`src/rtl/fsa_pkg.sv`:
```
package fsa_pkg;

    localparam int STACK_DEPTH = 32;
    localparam int ADDR_W      = $clog2(STACK_DEPTH);
    localparam int DEPTH_W     = $clog2(STACK_DEPTH + 1);
    localparam int DATA_W      = 32;
    localparam int OP_W        = 5;
    localparam int LIMIT_W     = 6;
    localparam logic [LIMIT_W-1:0] LIMIT_RESET = LIMIT_W'(30);

    localparam logic [OP_W-1:0] OP_PUSH   = 5'd0;
    localparam logic [OP_W-1:0] OP_POP    = 5'd1;
    localparam logic [OP_W-1:0] OP_PEEK   = 5'd2;
    localparam logic [OP_W-1:0] OP_DUP    = 5'd3;
    localparam logic [OP_W-1:0] OP_SWAP   = 5'd4;
    localparam logic [OP_W-1:0] OP_OVER   = 5'd5;
    localparam logic [OP_W-1:0] OP_ROT    = 5'd6;
    localparam logic [OP_W-1:0] OP_DROP   = 5'd7;
    localparam logic [OP_W-1:0] OP_2SWAP  = 5'd8;
    localparam logic [OP_W-1:0] OP_2DUP   = 5'd9;
    localparam logic [OP_W-1:0] OP_2OVER  = 5'd10;
    localparam logic [OP_W-1:0] OP_2DROP  = 5'd11;
    localparam logic [OP_W-1:0] OP_ADD    = 5'd12;
    localparam logic [OP_W-1:0] OP_SUB    = 5'd13;
    localparam logic [OP_W-1:0] OP_MUL    = 5'd14;
    localparam logic [OP_W-1:0] OP_DIV    = 5'd15;
    localparam logic [OP_W-1:0] OP_MOD    = 5'd16;
    localparam logic [OP_W-1:0] OP_DIVMOD = 5'd17;
    localparam logic [OP_W-1:0] OP_LT     = 5'd18;
    localparam logic [OP_W-1:0] OP_EQ     = 5'd19;
    localparam logic [OP_W-1:0] OP_GT     = 5'd20;
    localparam logic [OP_W-1:0] OP_LE     = 5'd21;
    localparam logic [OP_W-1:0] OP_GE     = 5'd22;

    // controller to datapath
    typedef struct packed {
        logic       latch;
        logic [2:0] rd_k;
        logic       cap_en;
        logic [1:0] cap_k;
        logic       div_start;
        logic       wr_en;
        logic [1:0] wr_j;
        logic       finish;
    } fsa_cmd_t;

    // datapath to controller
    typedef struct packed {
        logic       div_need;
        logic       div_done;
        logic [2:0] nw;
        logic       out_busy;
    } fsa_status_t;

    // operands a word needs on the stack
    function automatic logic [2:0] fsa_need(input logic [OP_W-1:0] op);
        logic [2:0] n;
        case (op)
            OP_PUSH:                   n = 3'd0;
            OP_POP, OP_PEEK, OP_DUP,
            OP_DROP:                   n = 3'd1;
            OP_ROT:                    n = 3'd3;
            OP_2SWAP, OP_2OVER:        n = 3'd4;
            default:                   n = 3'd2;
        endcase
        return n;
    endfunction

    // entries a word adds when it succeeds (only growth matters for the limit)
    function automatic logic [1:0] fsa_grow(input logic [OP_W-1:0] op);
        logic [1:0] g;
        case (op)
            OP_PUSH, OP_DUP, OP_OVER: g = 2'd1;
            OP_2DUP, OP_2OVER:        g = 2'd2;
            default:                  g = 2'd0;
        endcase
        return g;
    endfunction

endpackage

```
`src/rtl/fsa_ram.sv`:
```
module fsa_ram #(
    parameter int WIDTH = 32,
    parameter int DEPTH = 32
) (
    input  logic                     clk,
    input  logic                     we,
    input  logic [$clog2(DEPTH)-1:0] waddr,
    input  logic [WIDTH-1:0]         wdata,
    input  logic [$clog2(DEPTH)-1:0] raddr,
    output logic [WIDTH-1:0]         rdata
);
    logic [WIDTH-1:0] mem [DEPTH];

    always_ff @(posedge clk)
    begin
        if (we)
        begin
            mem[waddr] <= wdata;
        end
        rdata <= mem[raddr];
    end
endmodule

```
`src/rtl/fsa_div.sv`:
```
module fsa_div (
    input  logic        clk,
    input  logic        rst_n,
    input  logic        start,
    input  logic [31:0] dividend,
    input  logic [31:0] divisor,
    output logic        done,
    output logic [31:0] quotient,
    output logic [31:0] remainder
);
    import fsa_pkg::*;

    logic [32:0] rem_reg, rem_next;
    logic [31:0] quo_reg, quo_next;
    logic [31:0] dvs_reg;
    logic [5:0]  cnt_reg, cnt_next;
    logic        busy_reg, busy_next;
    logic        done_reg, done_next;
    logic [32:0] shifted;
    logic [32:0] diff;

    // one quotient bit per cycle, restoring
    always_comb
    begin
        shifted   = {rem_reg[31:0], quo_reg[31]};
        diff      = shifted - {1'b0, dvs_reg};
        rem_next  = rem_reg;
        quo_next  = quo_reg;
        cnt_next  = cnt_reg;
        busy_next = busy_reg;
        done_next = 1'b0;
        if (busy_reg)
        begin
            if (!diff[32])
            begin
                rem_next = diff;
            end
            else
            begin
                rem_next = shifted;
            end
            quo_next = {quo_reg[30:0], ~diff[32]};
            cnt_next = cnt_reg + 6'd1;
            if (cnt_reg == 6'd31)
            begin
                busy_next = 1'b0;
                done_next = 1'b1;
            end
        end
    end

    always_ff @(posedge clk or negedge rst_n)
    begin
        if (!rst_n)
        begin
            busy_reg <= 1'b0;
            done_reg <= 1'b0;
            cnt_reg  <= '0;
        end
        else if (start)
        begin
            busy_reg <= 1'b1;
            done_reg <= 1'b0;
            cnt_reg  <= '0;
        end
        else
        begin
            busy_reg <= busy_next;
            done_reg <= done_next;
            cnt_reg  <= cnt_next;
        end
    end

    always_ff @(posedge clk)
    begin
        if (start)
        begin
            rem_reg <= '0;
            quo_reg <= dividend;
            dvs_reg <= divisor;
        end
        else
        begin
            rem_reg <= rem_next;
            quo_reg <= quo_next;
        end
    end

    assign done      = done_reg;
    assign quotient  = quo_reg;
    assign remainder = rem_reg[31:0];
endmodule

```
`src/rtl/fsa_ctrl.sv`:
```
module fsa_ctrl (
    input  logic                 clk,
    input  logic                 rst_n,
    input  logic                 in_fire,
    output logic                 in_ready,
    input  fsa_pkg::fsa_status_t status,
    output fsa_pkg::fsa_cmd_t    cmd
);
    import fsa_pkg::*;

    typedef enum logic [2:0] {
        S_IDLE,
        S_READ,
        S_DIVGO,
        S_DIVWAIT,
        S_WRITE,
        S_FINISH
    } state_t;

    state_t     state_reg, state_next;
    logic [2:0] cnt_reg, cnt_next;

    always_comb
    begin
        state_next = state_reg;
        cnt_next   = cnt_reg;
        cmd        = '0;
        in_ready   = 1'b0;
        case (state_reg)
            S_IDLE:
            begin
                in_ready  = 1'b1;
                cmd.latch = in_fire;
                if (in_fire)
                begin
                    state_next = S_READ;
                    cnt_next   = '0;
                end
            end
            S_READ:
            begin
                cmd.rd_k   = cnt_reg;
                cmd.cap_en = (cnt_reg != 3'd0);
                cmd.cap_k  = 2'(cnt_reg - 3'd1);
                cnt_next   = cnt_reg + 3'd1;
                if (cnt_reg == 3'd4)
                begin
                    state_next = S_DIVGO;
                end
            end
            S_DIVGO:
            begin
                cnt_next = '0;
                if (status.div_need)
                begin
                    cmd.div_start = 1'b1;
                    state_next    = S_DIVWAIT;
                end
                else
                begin
                    state_next = S_WRITE;
                end
            end
            S_DIVWAIT:
            begin
                if (status.div_done)
                begin
                    state_next = S_WRITE;
                end
            end
            S_WRITE:
            begin
                cmd.wr_j = cnt_reg[1:0];
                if (cnt_reg < status.nw)
                begin
                    cmd.wr_en = 1'b1;
                    cnt_next  = cnt_reg + 3'd1;
                end
                else
                begin
                    state_next = S_FINISH;
                end
            end
            S_FINISH:
            begin
                if (!status.out_busy)
                begin
                    cmd.finish = 1'b1;
                    state_next = S_IDLE;
                end
            end
            default:
            begin
                state_next = S_IDLE;
            end
        endcase
    end

    always_ff @(posedge clk or negedge rst_n)
    begin
        if (!rst_n)
        begin
            state_reg <= S_IDLE;
            cnt_reg   <= '0;
        end
        else
        begin
            state_reg <= state_next;
            cnt_reg   <= cnt_next;
        end
    end
endmodule

```
`src/rtl/fsa_datapath.sv`:
```
module fsa_datapath (
    input  logic                 clk,
    input  logic                 rst_n,
    input  fsa_pkg::fsa_cmd_t    cmd,
    output fsa_pkg::fsa_status_t status,
    input  logic [4:0]           operation,
    input  logic [31:0]          push_value,
    input  logic                 cfg_we,
    input  logic [5:0]           cfg_wdata,
    input  logic                 out_ready,
    output logic                 out_valid,
    output logic                 ok,
    output logic [31:0]          result_value,
    output logic [5:0]           depth
);
    import fsa_pkg::*;

    logic [OP_W-1:0]    op_reg;
    logic [DATA_W-1:0]  pv_reg;
    logic [DEPTH_W-1:0] depth_reg;
    logic [LIMIT_W-1:0] limit_reg;
    logic [DATA_W-1:0]  t_reg [4];
    logic               out_valid_reg;
    logic               ok_reg;
    logic [DATA_W-1:0]  val_reg;
    logic [DEPTH_W-1:0] odepth_reg;

    logic [DATA_W-1:0]  rdata;
    logic [ADDR_W-1:0]  raddr;
    logic [ADDR_W-1:0]  waddr;

    logic [LIMIT_W-1:0] lim_eff;
    logic [2:0]         need;
    logic [1:0]         grow;
    logic               legal;
    logic               is_div;
    logic               div_done;
    logic [DATA_W-1:0]  uq, ur, ua, ub, q_s, r_s;
    logic               na, nb;
    logic [DATA_W-1:0]  prod;

    logic               ok_c;
    logic [DEPTH_W-1:0] nd;
    logic [2:0]         nw;
    logic [DATA_W-1:0]  w [4];
    logic [DATA_W-1:0]  val_c;
    logic [DEPTH_W-1:0] base;

    fsa_ram #(
        .WIDTH(DATA_W),
        .DEPTH(STACK_DEPTH)
    ) u_ram (
        .clk  (clk),
        .we   (cmd.wr_en),
        .waddr(waddr),
        .wdata(w[cmd.wr_j]),
        .raddr(raddr),
        .rdata(rdata)
    );

    // divider sees magnitudes; signs are fixed up afterwards
    assign na = t_reg[1][DATA_W-1];
    assign nb = t_reg[0][DATA_W-1];
    assign ua = na ? (DATA_W'(0) - t_reg[1]) : t_reg[1];
    assign ub = nb ? (DATA_W'(0) - t_reg[0]) : t_reg[0];

    fsa_div u_div (
        .clk      (clk),
        .rst_n    (rst_n),
        .start    (cmd.div_start),
        .dividend (ua),
        .divisor  (ub),
        .done     (div_done),
        .quotient (uq),
        .remainder(ur)
    );

    assign q_s = (na != nb) ? (DATA_W'(0) - uq) : uq;
    assign r_s = na ? (DATA_W'(0) - ur) : ur;
    assign prod = DATA_W'(t_reg[1] * t_reg[0]);

    assign raddr = ADDR_W'(depth_reg - DEPTH_W'(1) - DEPTH_W'(cmd.rd_k));
    assign base  = DEPTH_W'(nd - DEPTH_W'(nw));
    assign waddr = ADDR_W'(base + DEPTH_W'(cmd.wr_j));

    assign lim_eff = (limit_reg > LIMIT_W'(STACK_DEPTH)) ? LIMIT_W'(STACK_DEPTH) : limit_reg;
    assign need    = fsa_need(op_reg);
    assign grow    = fsa_grow(op_reg);
    assign legal   = (op_reg <= OP_GE)
                   && ({1'b0, depth_reg} >= 7'(need))
                   && !((grow != 2'd0)
                        && (({1'b0, depth_reg} + 7'(grow)) > 7'(lim_eff)));
    assign is_div  = (op_reg == OP_DIV) || (op_reg == OP_MOD) || (op_reg == OP_DIVMOD);

    // new stack image: nd entries, the top nw of them rewritten from w
    always_comb
    begin
        ok_c = legal;
        nd   = depth_reg;
        nw   = 3'd0;
        for (int i = 0; i < 4; i++)
        begin
            w[i] = '0;
        end
        if (legal)
        begin
            case (op_reg)
                OP_PUSH:  begin nd = depth_reg + 6'd1; nw = 3'd1; w[0] = pv_reg; end
                OP_POP:   begin nd = depth_reg - 6'd1; end
                OP_PEEK:  begin nd = depth_reg; end
                OP_DUP:   begin nd = depth_reg + 6'd1; nw = 3'd1; w[0] = t_reg[0]; end
                OP_SWAP:
                begin
                    nw = 3'd2; w[0] = t_reg[0]; w[1] = t_reg[1];
                end
                OP_OVER:  begin nd = depth_reg + 6'd1; nw = 3'd1; w[0] = t_reg[1]; end
                OP_ROT:
                begin
                    nw = 3'd3; w[0] = t_reg[1]; w[1] = t_reg[0]; w[2] = t_reg[2];
                end
                OP_DROP:  begin nd = depth_reg - 6'd1; end
                OP_2SWAP:
                begin
                    nw = 3'd4;
                    w[0] = t_reg[1]; w[1] = t_reg[0]; w[2] = t_reg[3]; w[3] = t_reg[2];
                end
                OP_2DUP:
                begin
                    nd = depth_reg + 6'd2; nw = 3'd2; w[0] = t_reg[1]; w[1] = t_reg[0];
                end
                OP_2OVER:
                begin
                    nd = depth_reg + 6'd2; nw = 3'd2; w[0] = t_reg[3]; w[1] = t_reg[2];
                end
                OP_2DROP: begin nd = depth_reg - 6'd2; end
                OP_DIV, OP_MOD, OP_DIVMOD:
                begin
                    if (t_reg[0] == '0)
                    begin
                        ok_c = 1'b0;
                        nd   = depth_reg - 6'd2;
                    end
                    else if (op_reg == OP_DIVMOD)
                    begin
                        nw = 3'd2; w[0] = r_s; w[1] = q_s;
                    end
                    else
                    begin
                        nd = depth_reg - 6'd1; nw = 3'd1;
                        w[0] = (op_reg == OP_DIV) ? q_s : r_s;
                    end
                end
                default:
                begin
                    nd = depth_reg - 6'd1;
                    nw = 3'd1;
                    case (op_reg)
                        OP_ADD: w[0] = t_reg[1] + t_reg[0];
                        OP_SUB: w[0] = t_reg[1] - t_reg[0];
                        OP_MUL: w[0] = prod;
                        OP_LT:  w[0] = DATA_W'($signed(t_reg[1]) < $signed(t_reg[0]));
                        OP_EQ:  w[0] = DATA_W'(t_reg[1] == t_reg[0]);
                        OP_GT:  w[0] = DATA_W'($signed(t_reg[1]) > $signed(t_reg[0]));
                        OP_LE:  w[0] = DATA_W'($signed(t_reg[1]) <= $signed(t_reg[0]));
                        default: w[0] = DATA_W'($signed(t_reg[1]) >= $signed(t_reg[0]));
                    endcase
                end
            endcase
        end
    end

    always_comb
    begin
        if (ok_c && (op_reg == OP_POP))
        begin
            val_c = t_reg[0];
        end
        else if (nd == '0)
        begin
            val_c = '0;
        end
        else if (nw != 3'd0)
        begin
            val_c = w[2'(nw - 3'd1)];
        end
        else
        begin
            val_c = t_reg[2'(depth_reg - nd)];
        end
    end

    always_ff @(posedge clk or negedge rst_n)
    begin
        if (!rst_n)
        begin
            depth_reg     <= '0;
            limit_reg     <= LIMIT_RESET;
            out_valid_reg <= 1'b0;
        end
        else
        begin
            if (cfg_we)
            begin
                limit_reg <= cfg_wdata;
            end
            if (cmd.finish)
            begin
                depth_reg     <= nd;
                out_valid_reg <= 1'b1;
            end
            else if (out_ready)
            begin
                out_valid_reg <= 1'b0;
            end
        end
    end

    always_ff @(posedge clk)
    begin
        if (cmd.latch)
        begin
            op_reg <= operation;
            pv_reg <= push_value;
        end
        if (cmd.cap_en)
        begin
            t_reg[cmd.cap_k] <= rdata;
        end
        if (cmd.finish)
        begin
            ok_reg     <= ok_c;
            val_reg    <= val_c;
            odepth_reg <= nd;
        end
    end

    assign status.div_need = legal && is_div && (t_reg[0] != '0);
    assign status.div_done = div_done;
    assign status.nw       = nw;
    assign status.out_busy = out_valid_reg && !out_ready;

    assign out_valid    = out_valid_reg;
    assign ok           = ok_reg;
    assign result_value = val_reg;
    assign depth        = odepth_reg;
endmodule

```
`src/rtl/forth_data_stack_alu_core.sv`:
```
// Forth data stack with a 32-bit integer ALU.
// Slave stream: one word per Forth operation; tuser carries the operation
// code, tdata the value used by push. Master stream: one word per operation
// with the success flag in tuser and the result value and the depth after
// the operation in tdata.
// cfg_we/cfg_wdata write stack_limit (reset 30); write it only while idle.
// Each operation is run by a sequencer: accept, a fetch of the top four
// entries from the stack RAM, a step to start the divider or skip it, a
// write-back of each rewritten entry, the exit from write-back, and the
// load of the output register. div, mod and divmod with a nonzero divisor
// also wait for the bit-serial divider before the write-back.
// One operation is in flight at a time; a new word is taken once the last
// one has left the sequencer, even if its result still waits in the output
// register. When the receiver stalls, the result is held and the next
// operation stops at its final step until the output register is free.
// Reset empties the stack (depth 0) and restores the limit; the stack RAM
// itself is not cleared, since only entries below the depth are ever used.
module forth_data_stack_alu_core (
    input  logic        clk,
    input  logic        rst_n,
    input  logic        s_axis_tvalid,
    output logic        s_axis_tready,
    input  logic [31:0] s_axis_tdata,   // [31:0] push_value
    input  logic [7:0]  s_axis_tuser,   // [4:0] operation, rest zero
    output logic        m_axis_tvalid,
    input  logic        m_axis_tready,
    output logic [39:0] m_axis_tdata,   // [31:0] result_value, [37:32] depth, rest zero
    output logic [7:0]  m_axis_tuser,   // [0] ok, rest zero
    input  logic        cfg_we,
    input  logic [5:0]  cfg_wdata
);
    import fsa_pkg::*;

    fsa_cmd_t    cmd;
    fsa_status_t status;
    logic        in_ready;
    logic        in_fire;
    logic        ok;
    logic [31:0] result_value;
    logic [5:0]  depth;

    // a word enters when the sequencer is free
    assign s_axis_tready = in_ready;
    assign in_fire       = s_axis_tvalid && in_ready;

    fsa_ctrl u_ctrl (
        .clk     (clk),
        .rst_n   (rst_n),
        .in_fire (in_fire),
        .in_ready(in_ready),
        .status  (status),
        .cmd     (cmd)
    );

    fsa_datapath u_dp (
        .clk         (clk),
        .rst_n       (rst_n),
        .cmd         (cmd),
        .status      (status),
        .operation   (s_axis_tuser[4:0]),
        .push_value  (s_axis_tdata),
        .cfg_we      (cfg_we),
        .cfg_wdata   (cfg_wdata),
        .out_ready   (m_axis_tready),
        .out_valid   (m_axis_tvalid),
        .ok          (ok),
        .result_value(result_value),
        .depth       (depth)
    );

    // pack the result word
    assign m_axis_tdata = {2'b00, depth, result_value};
    assign m_axis_tuser = {7'd0, ok};
endmodule
```
`config.mk`:
```
export PLATFORM = sky130hd
export DESIGN_NAME = forth_data_stack_alu_core
export DESIGN_NICKNAME = d
export VERILOG_FILES = /design/src/rtl/fsa_pkg.sv /design/src/rtl/fsa_ram.sv /design/src/rtl/fsa_div.sv /design/src/rtl/fsa_ctrl.sv /design/src/rtl/fsa_datapath.sv /design/src/rtl/forth_data_stack_alu_core.sv
export SDC_FILE = /design/constraint.sdc
export NUM_CORES = 2
export LEC_CHECK = 0
export ABC_AREA = 1
export BUFFER_PORTS_ARGS = -buffer_cell sky130_fd_sc_hd__buf_2
export CAP_MARGIN = 20
export CORE_AREA = 5 5 430 432
export CTS_CLUSTER_DIAMETER = 80
export CTS_CLUSTER_SIZE = 16
export DETAILED_ROUTE_END_ITERATION = 8
export DIE_AREA = 0 0 435 437
export PLACE_DENSITY = 0.65
export SLEW_MARGIN = 20
export SYNTH_ARGS = -nofsm -noshare
export SYNTH_HDL_FRONTEND = slang
export SYNTH_HIERARCHICAL = 1
export SYNTH_SLANG_ARGS = --single-unit
```
`constraint.sdc`:
```
create_clock -name clk -period 18.3 [get_ports clk]
set_clock_uncertainty 0.1 [all_clocks]
set_input_delay 1.83 -clock clk [delete_from_list [all_inputs] [get_ports clk]]
set_output_delay 1.83 -clock clk [all_outputs]
set_load 0.1 [all_outputs]
```
* After elaboration in Yosys (flattened, before gate mapping)
Memory sizes are Yosys's and may differ from the RTL's. A register that Yosys moved wholly into a read port is not among the register bits.
Cells that the tools add are included.
** Word-level totals
- Logic and storage cells :: 199
- Memory bits (writable) :: 1152
- Register bits after elaboration :: 199
- Memory bits (read-only) :: 48
- Memories :: 3
- Output and inout port bits :: 50
- Input port bits :: 51
** Memories
- u_dp.u_ram.mem :: depth 32, bits a word 32, rd ports 1, clocked after memory_dff 1, write ports 1, RTL line fsa_ram.sv:12 : logic [WIDTH-1:0] mem [DEPTH];
- u_dp.t_reg :: depth 4, bits a word 32, rd ports 5, clocked after memory_dff 0, write ports 1, RTL line fsa_datapath.sv:22 : logic [DATA_W-1:0] t_reg [4];
- (name not given) :: depth 16, bits a word 3, rd ports 1, clocked after memory_dff 1, write ports 0, RTL line fsa_pkg.sv:58 : case (op)
** Cells by class
- Reduce and logical (&&, ||, !) cells :: 34
- Bitwise operators :: 3
- $mul :: 1
- Order comparisons :: 11
- Mux-type cells :: 74
- Eq/ne operators :: 36
- $add $sub $neg :: 20
** Operators with widths (number)
- $mux W32 :: 17
- $pmux W32 S7 :: 1
- $pmux W32 S6 :: 1
- $bmux W32 S2 :: 2
- $mux W128 :: 1
- $pmux W32 S4 :: 1
- $sub A1 B32 Y32 const A :: 4
- $mux W64 :: 1
- $pmux W32 S2 :: 1
- $mux W6 :: 7
- $eq A5 B4 Y1 const B :: 8
- $mux W3 :: 12
- $sub A33 B32 Y33 :: 1
- $add A32 B32 Y32 :: 1
- $eq A32 B32 Y1 :: 1
- $ge A32 B32 Y1 :: 1
- $gt A32 B32 Y1 :: 1
- $le A32 B32 Y1 :: 1
- $logic_not A32 Y1 :: 1
- $lt A32 B32 Y1 :: 1
- $mul A32 B32 Y32 :: 1
- $reduce_bool A32 Y1 :: 1
- $sub A32 B32 Y32 :: 1
- $mux W31 :: 1
- 51 further kinds :: 111

* Longest topological paths before layout
- Depth in word-level cells :: 17
- Depth in mapped cells :: 43

* Modules after synthesis
Netlist, hierarchy kept.
** Modules (own cells, without submodules)
- fsa_ram :: area each 42405.7 sq um, cells an instance 3536, times used 1
- fsa_datapath :: area each 39525.4 sq um, cells an instance 5680, times used 1
- fsa_div :: area each 6956.7 sq um, cells an instance 1041, times used 1
- fsa_ctrl :: area each 639.4 sq um, cells an instance 98, times used 1
- forth_data_stack_alu_core :: area each 86.3 sq um, cells an instance 13, times used 1

* Worst setup path after synthesis
OpenSTA, ideal clock, no wires.
- Path type :: flip-flop to flip-flop
- From :: memory u_dp.t_reg[0][2]
- To :: memory u_dp.u_ram.mem[0][31] (data pin)
- Required time :: 17.746 ns
- Arrival :: 7.836 ns
- Stages on the path, launching flop included :: 26
- Period minus slack after synthesis :: 8.390 ns
- Path slack :: 9.910 ns
- Cells stage by stage :: edfxtp_1 > clkbuf_1 > buf_1 > nand2_1 > fa_1 > inv_1 > fa_1 > inv_1 > fa_1 > fa_1 > inv_1 > fa_1 > fa_1 > fa_1 > fa_1 > ha_1 > nand2_1 > nor4_1 > o21ai_0 > nand3_1 > a21oi_1 > nand3_1 > nand3_1 > nand2_1 > a21oi_1 > o21ai_0
** RTL lines (RTL line)
- from (decl) :: fsa_datapath.sv:22
- to (decl) :: fsa_ram.sv:12

==> results.md <==
* CP Class: reg2reg
* CTS sink count at 1386
* Met3 Use GR at 5.806%
* Post-synthesis area per instance at 8.643 um^2
* Max reg flops at 1024
* 1st-iter DRT viols at 8403
* Flop and latch count out of synthesis at 1386
* Hold violation count in the final report at 0
* Mux cell area share after synthesis at 0.01257%
* Final core utilization at 53.01%
* Cell Area, Synth at 89610 um^2
* Via count at 73430
* I/O Buffers at 88
* Met2 GRT Util at 52.20%
* Number of global-route vias before repair at 70000
* Fmax at 110.2 MHz
* Vias per cell at 5.792
* Nets at 10960
* Hold Path End: u_dp/t_reg[0][8]$_DFFE_PP_
* Post-CTS setup buffer count at 0
* HP Start: u_dp/u_ram/rdata[8]$_DFF_P_
* Die outline height at 437 um
* FF-to-FF End: u_dp/u_ram/mem[17][31]$_DFFE_PP_
* Global routing usage on met1 at 43.30%
* Most common cell in the synthesized netlist: nand2_1
* Mapped Cells at 10370
* Critical Path RT at 18.65 ns
* DRC at 0
* Drt first pass iters at 8
* Hold WC Path Type: reg2reg
* CTS buffer count at 109
* Worst slew pin tran at 1.139 ns
* CP Launch Type: flop
* RR Startpoint: u_dp/t_reg[1][12]$_DFFE_PP_
* Final period utilization at 49.59%
* XOR/XNOR Fraction of Synth Area at 1.407%
* Initial core utilization at 49.74%
* Number of synthesized flops with an enable pin at 1292
* Rows at 156
* RSZ-0062 raised after global routing: false
* Gr usage total at 32.96%
* Slew Viols, Final at 0
* Number of distinct library cells after synthesis at 75
* WP data arrival at 9.43 ns
* Worst Path Max Fanout at 32
* Synth Area in Simple Gates at 25.00%
* Ys flop type: edfxtp_1
* Clk Latency, worst-skew pair at 0.79 ns
* Antenna Nets Post-Route at 0
* Root buf cell: clkbuf_16
* Outcome: finished, final reports clean
* Layout cell share with drive strength beyond 1 at 6.641%
* Sequential cell area fraction in the yosys report at 45.55%
* Reg clk slew, reported paths at 0.08 ns
* Initial antenna violation count at 12
* Die area at 190100 um^2
* Post-Synth Adder-Cell Area at 12.83%
* CTS Buffer Depth at 3
* Yosys top cell by area: edfxtp_1
* HPWL after DPL at 215200 um
* Tmin final at 9.075 ns
* Final Setup Violations at 0
* Hold path depth at 0
* Routed length per instance at 25.23 um
* Compound-Gate Fraction of Synth Area at 6.093%
* IO Pins at 101
* Synth area leaders: edfxtp_1, nand2_1, fa_1, nand3_1, inv_1
* Yosys warning total at 6
* Largest net degree at the start of global routing at 153
* Combinational family with the most area after synthesis: simple AND/OR/NAND/NOR gates
* GRT overflow at 0
* Setup TNS Final at 0 ns
* Core box area at 180200 um^2
* Worst slew margin at 24.07%
* CTS resizes at 0
* Die width at 435 um
* Max cap viols at 0
* Worst reg2reg path depth at 23
* Commonest cells in the netlist: nand2_1, inv_1, edfxtp_1, nand3_1, fa_1
* Routed WL at 319900 um
* Hold-fix buffers, CTS at 0
* Routability cong. at 1.023
* Htree depth at 3
* Critical Path End Type: flop
* Setup slack, reg-to-reg at 9.22 ns
* CTS tree: yes
* Top cell type's share of synthesized area at 43.29%
* First-pass GRT wire length at 467700 um
* Layout area overhead at 6.575%
* Synth async-reset ratio at 1.948%
* GR peak layer: met2
==> cell usage in the layout, fill, tap and decap left out, drive strengths merged, types with 8 or more instances in the layout <==
cell | netlist | final
nand2 | 3468 | 3468
inv | 1377 | 1386
edfxtp | 1292 | 1292
nand3 | 1195 | 1195
nor2 | 427 | 427
fa | 415 | 415
o21ai | 365 | 365
buf | 299 | 289
a21oi | 270 | 270
ha | 255 | 255
clkbuf | 237 | 141
xor2 | 114 | 114
nand4 | 78 | 78
o211ai | 75 | 75
nor3 | 70 | 70
dfxtp | 67 | 67
o22ai | 45 | 45
xnor2 | 30 | 30
a22oi | 28 | 28
o21bai | 27 | 27
clkinv | 10 | 27
or2 | 26 | 26
a31oi | 25 | 25
dfrtp | 23 | 23
a221oi | 22 | 22
nor4 | 21 | 21
nand3b | 12 | 12
a21o | 11 | 11
o31ai | 11 | 11
diode | 0 | 9
conb | 1 | 9
a32o | 9 | 9
o2111ai | 8 | 8
o21a | 8 | 8
==> stage by stage <==
step	instances	area, um^2	hold WS, ns	setup WS (ns)
2_1_floorplan	10380	89640	0.3383	9.910
3_3_place_gp	12500	92110	0.3616	9.271
3_5_place_dp	12500	92110	0.3725	9.370
4_1_cts	12670	95440	0.3658	9.303
5_1_grt	12670	95490	0.3817	8.937
6_report	12680	95510	0.3645	9.225
==> how the worst max path moves through the flow <==
stage,startpoint,endpoint,slack (ns),depth (start not counted)
2_1_floorplan,u_dp/t_reg[0][2]$_DFFE_PP_,u_dp/u_ram/mem[0][31]$_DFFE_PP_,9.91,25
3_3_place_gp,u_dp/t_reg[1][12]$_DFFE_PP_,u_dp/u_ram/mem[21][31]$_DFFE_PP_,9.27,23
3_5_place_dp,u_dp/t_reg[1][13]$_DFFE_PP_,u_dp/u_ram/mem[20][27]$_DFFE_PP_,9.37,22
4_1_cts,u_dp/t_reg[0][13]$_DFFE_PP_,u_dp/u_ram/mem[16][27]$_DFFE_PP_,9.30,22
5_1_grt,u_dp/t_reg[1][13]$_DFFE_PP_,u_dp/u_ram/mem[16][31]$_DFFE_PP_,8.94,23
6_report,u_dp/t_reg[1][12]$_DFFE_PP_,u_dp/u_ram/mem[17][31]$_DFFE_PP_,9.22,23
==> logic make-up after synthesis <==
logic type | Yosys count
mux | 1
xor+xnor | 144
compound gates | 933
flops | 1386
buf+inv | 1923
other cells | 1
fa+ha+maj | 670
simple gates | 5310
==> worst max-delay path, stage by stage, from the launching register on <==
cell      delay [ns]
edfxtp_1        0.32
buf_4           0.45
ha_1            0.50
fa_1            0.49
inv_1           0.09
fa_1            0.47
fa_1            0.58
fa_1            0.45
fa_1            0.56
inv_1           0.05
fa_1            0.38
fa_1            0.57
fa_1            0.43
ha_1            0.44
nand2_1         0.19
nor4_1          0.48
o21ai_0         0.25
nand3_1         0.23
a21oi_1         0.13
nand3_1         0.11
nand3_1         0.23
nand2_1         0.26
a21oi_1         0.14
o21ai_4         0.75
==> layout make-up <==
type                    count  area, um^2
clock buffers             141        2899
inverters                1387        5241
well taps                2370        2965
multi-input cells        7067       41150
diodes                      9       22.52
fillers                 16460       84650
clock inverters            29       422.9
flip-flops and latches   1386       40820
repair buffers            289        1986
==> per-layer routing <==
metal  part of all wire [%]  up-vias
li1                       -    33380
met1                     39    35600
met4                    6.5        4
met3                    9.0      801
met5                 0.0088        -
met2                     45     3640
Power is left out: the tool's default activity adds up to more than one toggle a clock period on the data nets, which glitch-free logic cannot reach.
